==> src/rtl/soa_pkg.sv <==
// shared types, constants and code values for the slab object allocator
package soa_pkg;

   localparam int POOL_PAGES           = 1024;
   localparam int PAGE_BYTES           = 4096;
   localparam int CLASS_SLOTS          = 16;
   localparam int OBJECTS_PER_PAGE_MAX = 128;

   localparam int PAGE_W  = 10;   // page number
   localparam int LINK_W  = 11;   // page number or no-page code
   localparam int CLS_W   = 4;
   localparam int CNT_W   = 5;    // class count, up to CLASS_SLOTS
   localparam int SIZE_W  = 13;   // object size, up to PAGE_BYTES
   localparam int INPG_W  = 12;   // byte offset inside a page
   localparam int OBJ_W   = 7;    // object index inside a page
   localparam int FREE_W  = 8;    // free object count, up to OBJECTS_PER_PAGE_MAX
   localparam int DIV_W   = 13;
   localparam int DSTEP_W = 4;

   localparam logic [LINK_W-1:0] NO_PAGE = LINK_W'(POOL_PAGES);

   localparam logic [1:0] STATUS_OK       = 2'd0;
   localparam logic [1:0] STATUS_NO_CLASS = 2'd1;
   localparam logic [1:0] STATUS_NO_PAGES = 2'd2;
   localparam logic [1:0] STATUS_IGNORED  = 2'd3;

   localparam logic OP_ALLOC = 1'b0;
   localparam logic OP_FREE  = 1'b1;

   typedef struct packed {
      logic        operation;
      logic [15:0] request_size;
      logic [21:0] free_offset;
   } soa_req_type;

   typedef struct packed {
      logic [21:0] object_offset;
      logic [1:0]  status;
   } soa_rsp_type;

   // one page descriptor as held in the page memory
   typedef struct packed {
      logic [CLS_W-1:0]                owner;
      logic [LINK_W-1:0]               next;
      logic [FREE_W-1:0]               free_cnt;
      logic [OBJECTS_PER_PAGE_MAX-1:0] bits;
   } soa_page_type;

   // reset value of the size class table
   function automatic logic [SIZE_W-1:0] default_class_size(input logic [CLS_W-1:0] idx);
      logic [SIZE_W-1:0] v;
      case (idx)
         4'd0:    v = SIZE_W'(32);
         4'd1:    v = SIZE_W'(64);
         4'd2:    v = SIZE_W'(128);
         4'd3:    v = SIZE_W'(256);
         4'd4:    v = SIZE_W'(512);
         4'd5:    v = SIZE_W'(1024);
         default: v = '0;
      endcase
      return v;
   endfunction

endpackage

==> src/rtl/soa_div.sv <==
// restoring divider, one quotient bit per cycle
module soa_div import soa_pkg::*; (
   input  logic              clock,
   input  logic              reset,
   input  logic              go,
   input  logic [DIV_W-1:0]  dividend,
   input  logic [DIV_W-1:0]  divisor,
   output logic              done,
   output logic [DIV_W-1:0]  quotient
);

   logic               run_ff;
   logic               done_ff;
   logic [DSTEP_W-1:0] cnt_ff;
   logic [DIV_W-1:0]   num_ff;
   logic [DIV_W-1:0]   den_ff;
   logic [DIV_W:0]     rem_ff;
   logic [DIV_W-1:0]   q_ff;
   logic [DIV_W:0]     rem_shift;
   logic               fits;

   assign rem_shift = {rem_ff[DIV_W-1:0], num_ff[DIV_W-1]};
   assign fits      = rem_shift >= {1'b0, den_ff};

   always_ff @(posedge clock) begin
      if (reset) begin
         run_ff  <= 1'b0;
         done_ff <= 1'b0;
      end else begin
         done_ff <= 1'b0;
         if (go) begin
            run_ff <= 1'b1;
            cnt_ff <= DSTEP_W'(DIV_W - 1);
            num_ff <= dividend;
            den_ff <= divisor;
            rem_ff <= '0;
         end else if (run_ff) begin
            rem_ff <= fits ? rem_shift - {1'b0, den_ff} : rem_shift;
            q_ff   <= {q_ff[DIV_W-2:0], fits};
            num_ff <= {num_ff[DIV_W-2:0], 1'b0};
            cnt_ff <= cnt_ff - 1'b1;
            if (cnt_ff == '0) begin
               run_ff  <= 1'b0;
               done_ff <= 1'b1;
            end
         end
      end
   end

   assign done     = done_ff;
   assign quotient = q_ff;

endmodule

==> config.mk <==
export PLATFORM = sky130hd
export DESIGN_NAME = soa_div
export DESIGN_NICKNAME = d
export VERILOG_FILES = /design/src/rtl/soa_pkg.sv /design/src/rtl/soa_div.sv
export SDC_FILE = /design/constraint.sdc
export NUM_CORES = 1
export LEC_CHECK = 0
export BUFFER_PORTS_ARGS = -buffer_cell sky130_fd_sc_hd__buf_2
export CAP_MARGIN = 20
export CORE_AREA = 4 4 63 122
export DETAILED_ROUTE_END_ITERATION = 10
export DIE_AREA = 0 0 67 126
export GPL_ROUTABILITY_DRIVEN = 1
export PLACE_DENSITY = 0.72
export SETUP_SLACK_MARGIN = 0.15
export SLEW_MARGIN = 20
export SYNTH_ARGS = -nofsm -noshare
export SYNTH_HDL_FRONTEND = slang
export SYNTH_SLANG_ARGS = --single-unit
==> constraint.sdc <==
create_clock -name clock -period 3.13 [get_ports clock]
set_input_delay 0.4695 -clock clock [delete_from_list [all_inputs] [get_ports clock]]
set_output_delay 0.4695 -clock clock [all_outputs]
set_load 0.02 [all_outputs]
=== After elaboration in Yosys (flattened, before gate mapping) ===
Index checks and enable logic that the tools add are counted.

* Register bits after elaboration: 58
* Input bits: 29
* Output and inout port bits: 14

* Add/subtract/negate cells: 2
* Magnitude comparators: 1
* Mux-type cells: 9
* Bitwise gates (word level): 3
* Reductions and logical operators: 6

{| class="wikitable"
|+ Operators with widths
! kind !! number
|-
| $mux 13 || 4
|-
| $ge 14x13->1 || 1
|-
| $sub 13x13->13 || 1
|-
| $logic_not 4->1 || 1
|-
| $mux 1 || 4
|-
| $mux 4 || 1
|-
| $reduce_and 2->1 || 2
|-
| $sub 4x1->4 const B || 1
|-
| $not 1->1 || 3
|-
| $reduce_and 3->1 || 1
|-
| $reduce_or 3->1 || 1
|-
| $reduce_bool 2->1 || 1
|}

=== Logic depth before layout (Yosys ltp) ===
* Word-level depth: 4
* Mapped depth: 10

=== Least setup slack after synthesis ===
OpenSTA, ideal clock, no wires.

* Path kind: input -> register
* Start point: in go
* End point: reg cnt_ff[0] (enable)
* Data arrival time: 2.122 ns
* Path slack: 0.591 ns
* Cell stages on the path: 3
* Buffers on the path: 1
* Cells stage by stage: clkbuf_1 -> nor2_1 -> nor2_1

* Longest elaborated chain between the ends: 2

{| class="wikitable"
|+ RTL lines
! element !! line !! text
|-
| start: declaration || soa_div.sv:5 || <nowiki>input logic go,</nowiki>
|-
| $reduce_bool 2->1 (no source line) || -- ||
|-
| $reduce_and 2->1 (no source line) || -- ||
|-
| end signal: assignment || soa_div.sv:33 || <nowiki>cnt_ff <= DSTEP_W'(DIV_W - 1);</nowiki>
|-
| end signal: assignment || soa_div.sv:41 || <nowiki>cnt_ff <= cnt_ff - 1'b1;</nowiki>
|-
| end: declaration || soa_div.sv:14 || <nowiki>logic [DSTEP_W-1:0] cnt_ff;</nowiki>
|}

Every way passes these cells.
A chain may end at the register's enable or synchronous reset.

=== Final worst setup path ===
* Start point: reg rem_ff[1]
* End point: reg rem_ff[0], data pin

* Longest elaborated chain between the ends: 3

{| class="wikitable"
|+ RTL lines
! element !! line !! text
|-
| start: declaration || soa_div.sv:17 || <nowiki>logic [DIV_W:0] rem_ff;</nowiki>
|-
| start signal: assignment || soa_div.sv:38 || <nowiki>rem_ff <= fits ? rem_shift - {1'b0, den_ff} : rem_shift;</nowiki>
|-
| $ge 14x13->1 || soa_div.sv:23 || <nowiki>assign fits = rem_shift >= {1'b0, den_ff};</nowiki>
|-
| net fits || soa_div.sv:20 || <nowiki>logic fits;</nowiki>
|-
| $mux 13 || soa_div.sv:38 ||
|-
| $mux 13 || soa_div.sv:37 || <nowiki>end else if (run_ff) begin</nowiki>
|}

The timed path passes the listed nets, and every way through them passes these cells. The select of a mux whose other input is x is not followed.

==> metrics.cfg <==
[floorplanning]
core_area_sq_um=6670
rows=42
ios=43
die_h_um=126
fp.dieW_um=67
die_area_sq_um=8440
start_util_pct=44.4

[synth]
synth_fa_ha_area_share_pct=6.59
synth_area_per_cell_sq_um=12.0
synth_cell_types=46
ys_async_sr_fraction_pct=0
synth_compound_area_share_pct=15.2
synth_area_leaders=edfxtp_1 57%, ha_1 5.9%, mux2_2 4.6%, a21oi_1 2.9%, inv_1 2.4%
seq_area_frac_synth_pct=58.1
synth_mux_area_share_pct=4.56
yosysTopAreaCell=edfxtp_1
ys_seq_elements=58
synth-xor-area-share_pct=1.18
synth_common_cells=56 x edfxtp_1, 19 x inv_1, 17 x a21oi_1
synth_flop_cell=edfxtp_1
synthMostInstantiatedCell=edfxtp_1
synth-simple-area-share_pct=10.4
netlist_area_sq_um=2960
synth_top_family_by_area=compound AO/OA/AOI/OAI gates
syn_inst=246
synth_top_area_share_pct=56.8
synthesis.nets=290
ys_warn_count=0
synth_edf_count=56

[critical_path]
reg2reg_depth=7
rrSetupSlack_ps=430
worstPathRequired_ps=3280
end_kind=flop
arrival_ps=2850
rr_endpoint=rem_ff[0]$_SDFFCE_PP0P_
start_kind=flop
r2r_start=rem_ff[1]$_SDFFCE_PP0P_
crit_type=flop to flop
cp_max_fo=12

[clocking]
clk_latency_ps=330
cts_buffers=9
cts_max_level=3
cts.sinks=58
clock_path_buffers=2
cts_resized=0
hold_buffers=0
clk_pin_slew_worst_paths_ps=50
postCtsSetupBuffers=0
cts-root-buf=clkbuf_16
cts_tree=done

[power_and_ir_drop]
leakagePower_uw=0.00140
ir_drop_uv=450
power.density_nw_per_um2=629

[global_routing]
grt_pass1_wl_um=10100
grt_pass1_vias=2211
grt.total_usage_pct=16.3
antenna_found_initial=0
grt_max_degree=31
overflow=0

[sta]
fin_setup_tns_ps=0
worstMarginPinSlew_ps=604
fin_crit_ps=2700
max_freq_mhz=370
rsz0062_at_grt=no
fin_worst_skew_ps=6.42
maxSlewViolCount=0
timing.final.crit_share_pct=86.4
hold_viol=0
layout_setup_ws_ps=425
slew_headroom_pct=59.8
setup_viol_count_final=0

[outcome]
outcome=completed

[run]
max_cap_viol_count=0

[hold_path]
whs_path_depth=1
min_path_type=primary input to flop
holdCritStartpoint=divisor[6]
hold_end=den_ff[6]$_DFFE_PP_

[routing]
wl_per_cell_um=16.0
drc_errors=0
first_pass_iters=4
drt_wl_total_um=6210
drtIter0Drc=104
vias=2180
via_per_inst=5.63
drtAntennaViolNets=0

[cells_and_area]
layout-drive-gt1-share_pct=25.4
areaGrowthSynthToFinish_pct=20.2
antenna_cells=0
nets=338

[placed_design]
place.gp.congestion=0.921
place.port_buffers=42
post-dp-hpwl_um=4460
place_worst_setup_slack_ps=481

==> critical path: stages (launching register included) <==
cell	delay, ps
edfxtp_1	400
ha_1	370
nor2b_1	180
o31a_1	270
o31a_1	310
o21ai_2	480
nand2_1	210
a211oi_1	300
==> worst max-delay path by stage <==
| stage | from | endpoint | slack [ps] | depth (start not counted) |
|---|---|---|---|---|
| after floorplan | go | cnt_ff[0]$_SDFFCE_PP0P_ | 590 | 3 |
| after global placement | rem_ff[1]$_SDFFCE_PP0P_ | rem_ff[1]$_SDFFCE_PP0P_ | 580 | 7 |
| after detailed placement | rem_ff[1]$_SDFFCE_PP0P_ | rem_ff[1]$_SDFFCE_PP0P_ | 480 | 7 |
| after CTS | rem_ff[1]$_SDFFCE_PP0P_ | rem_ff[0]$_SDFFCE_PP0P_ | 430 | 7 |
| after global routing | rem_ff[8]$_SDFFCE_PP0P_ | rem_ff[1]$_SDFFCE_PP0P_ | 260 | 7 |
| final | rem_ff[1]$_SDFFCE_PP0P_ | rem_ff[0]$_SDFFCE_PP0P_ | 430 | 7 |
==> layout by cell type, fill, tap and decap left out, types with 2 or more instances in the layout <==
| cell type | Yosys | final |
|---|---|---|
| edfxtp_1 | 56 | 56 |
| buf_2 | 1 | 42 |
| inv_1 | 19 | 19 |
| a21oi_1 | 17 | 17 |
| o21ai_0 | 14 | 14 |
| ha_1 | 14 | 14 |
| mux2_2 | 12 | 12 |
| nand3_1 | 12 | 12 |
| nor2_1 | 13 | 12 |
| nand2_1 | 9 | 9 |
| clkbuf_16 | 0 | 9 |
| nor3_1 | 6 | 6 |
| o211ai_1 | 6 | 6 |
| nor2b_1 | 5 | 5 |
| o21a_1 | 5 | 5 |
| or3_1 | 4 | 4 |
| xnor2_1 | 4 | 4 |
| buf_4 | 1 | 4 |
| o31a_1 | 3 | 3 |
| and3_1 | 3 | 3 |
| a211oi_1 | 3 | 3 |
| clkinv_1 | 0 | 3 |
| nand4_1 | 2 | 2 |
| or2_2 | 2 | 2 |
| a21o_1 | 2 | 2 |
| a211o_1 | 2 | 2 |
| o31ai_1 | 2 | 2 |
| a221oi_1 | 2 | 2 |
| nand2b_1 | 2 | 2 |
| clkinv_2 | 0 | 2 |
| dfxtp_1 | 2 | 2 |
==> logic make-up after synthesis <==
| logic type | Yosys count |
|---|---|
| buffers and inverters | 28 |
| adders and majority gates | 15 |
| muxes | 12 |
| AOI/OAI and AO/OA | 68 |
| xor gates and xnor gates | 4 |
| and+or+nand+nor | 61 |
| DFF | 58 |
==> stage by stage <==
stage          instance area, sq um  hold WS (ps)  std cells  total power (uW)  utilization, %
6_report                       3560           314        387              2240            53.3
3_3_place_gp                   3270           429        371              1320            49.0
3_5_place_dp                   3270           431        371              1330            49.0
5_1_grt                        3560           301        387              2340            53.3
4_1_cts                        3560           302        387              2260            53.3
2_1_floorplan                  2960           493        246              1220               -
==> metal layers <==
layer  routed length (um)  vias to the layer above  track usage, %  part of all wire [%]
met1                 2150                     1049            15.9                    35
met4                  347                        0            13.4                   5.6
met2                 3420                       70            27.5                    55
met3                  294                       30            4.19                   4.7
met5                    0                        -               0                     0
li1                     -                     1031               -                     -
==> cell type report <==
cell class	count	area, sq um
fill	594	3120
inverter	19	71.3
clock buffer	9	225
tap	88	110
multi-input combinational	160	1130
timing repair buffer	46	240
clock inverter	7	60.1
sequential	58	1720
==> flip-flops by register name (all words and copies together) (netlist names) <==
register and cells:
num_ff 13, rem_ff 13, done 1, run_ff 1
quotient 13, den_ff 13, cnt_ff 4
==> where the power goes <==
group	leakage, uW	total, uW	switching [uW]	internal, uW
logic	0.000711	379	221	158
registers	0.000545	937	20.4	917
clock network	0.000142	923	320	603
Power figures use the tool's default switching activity.
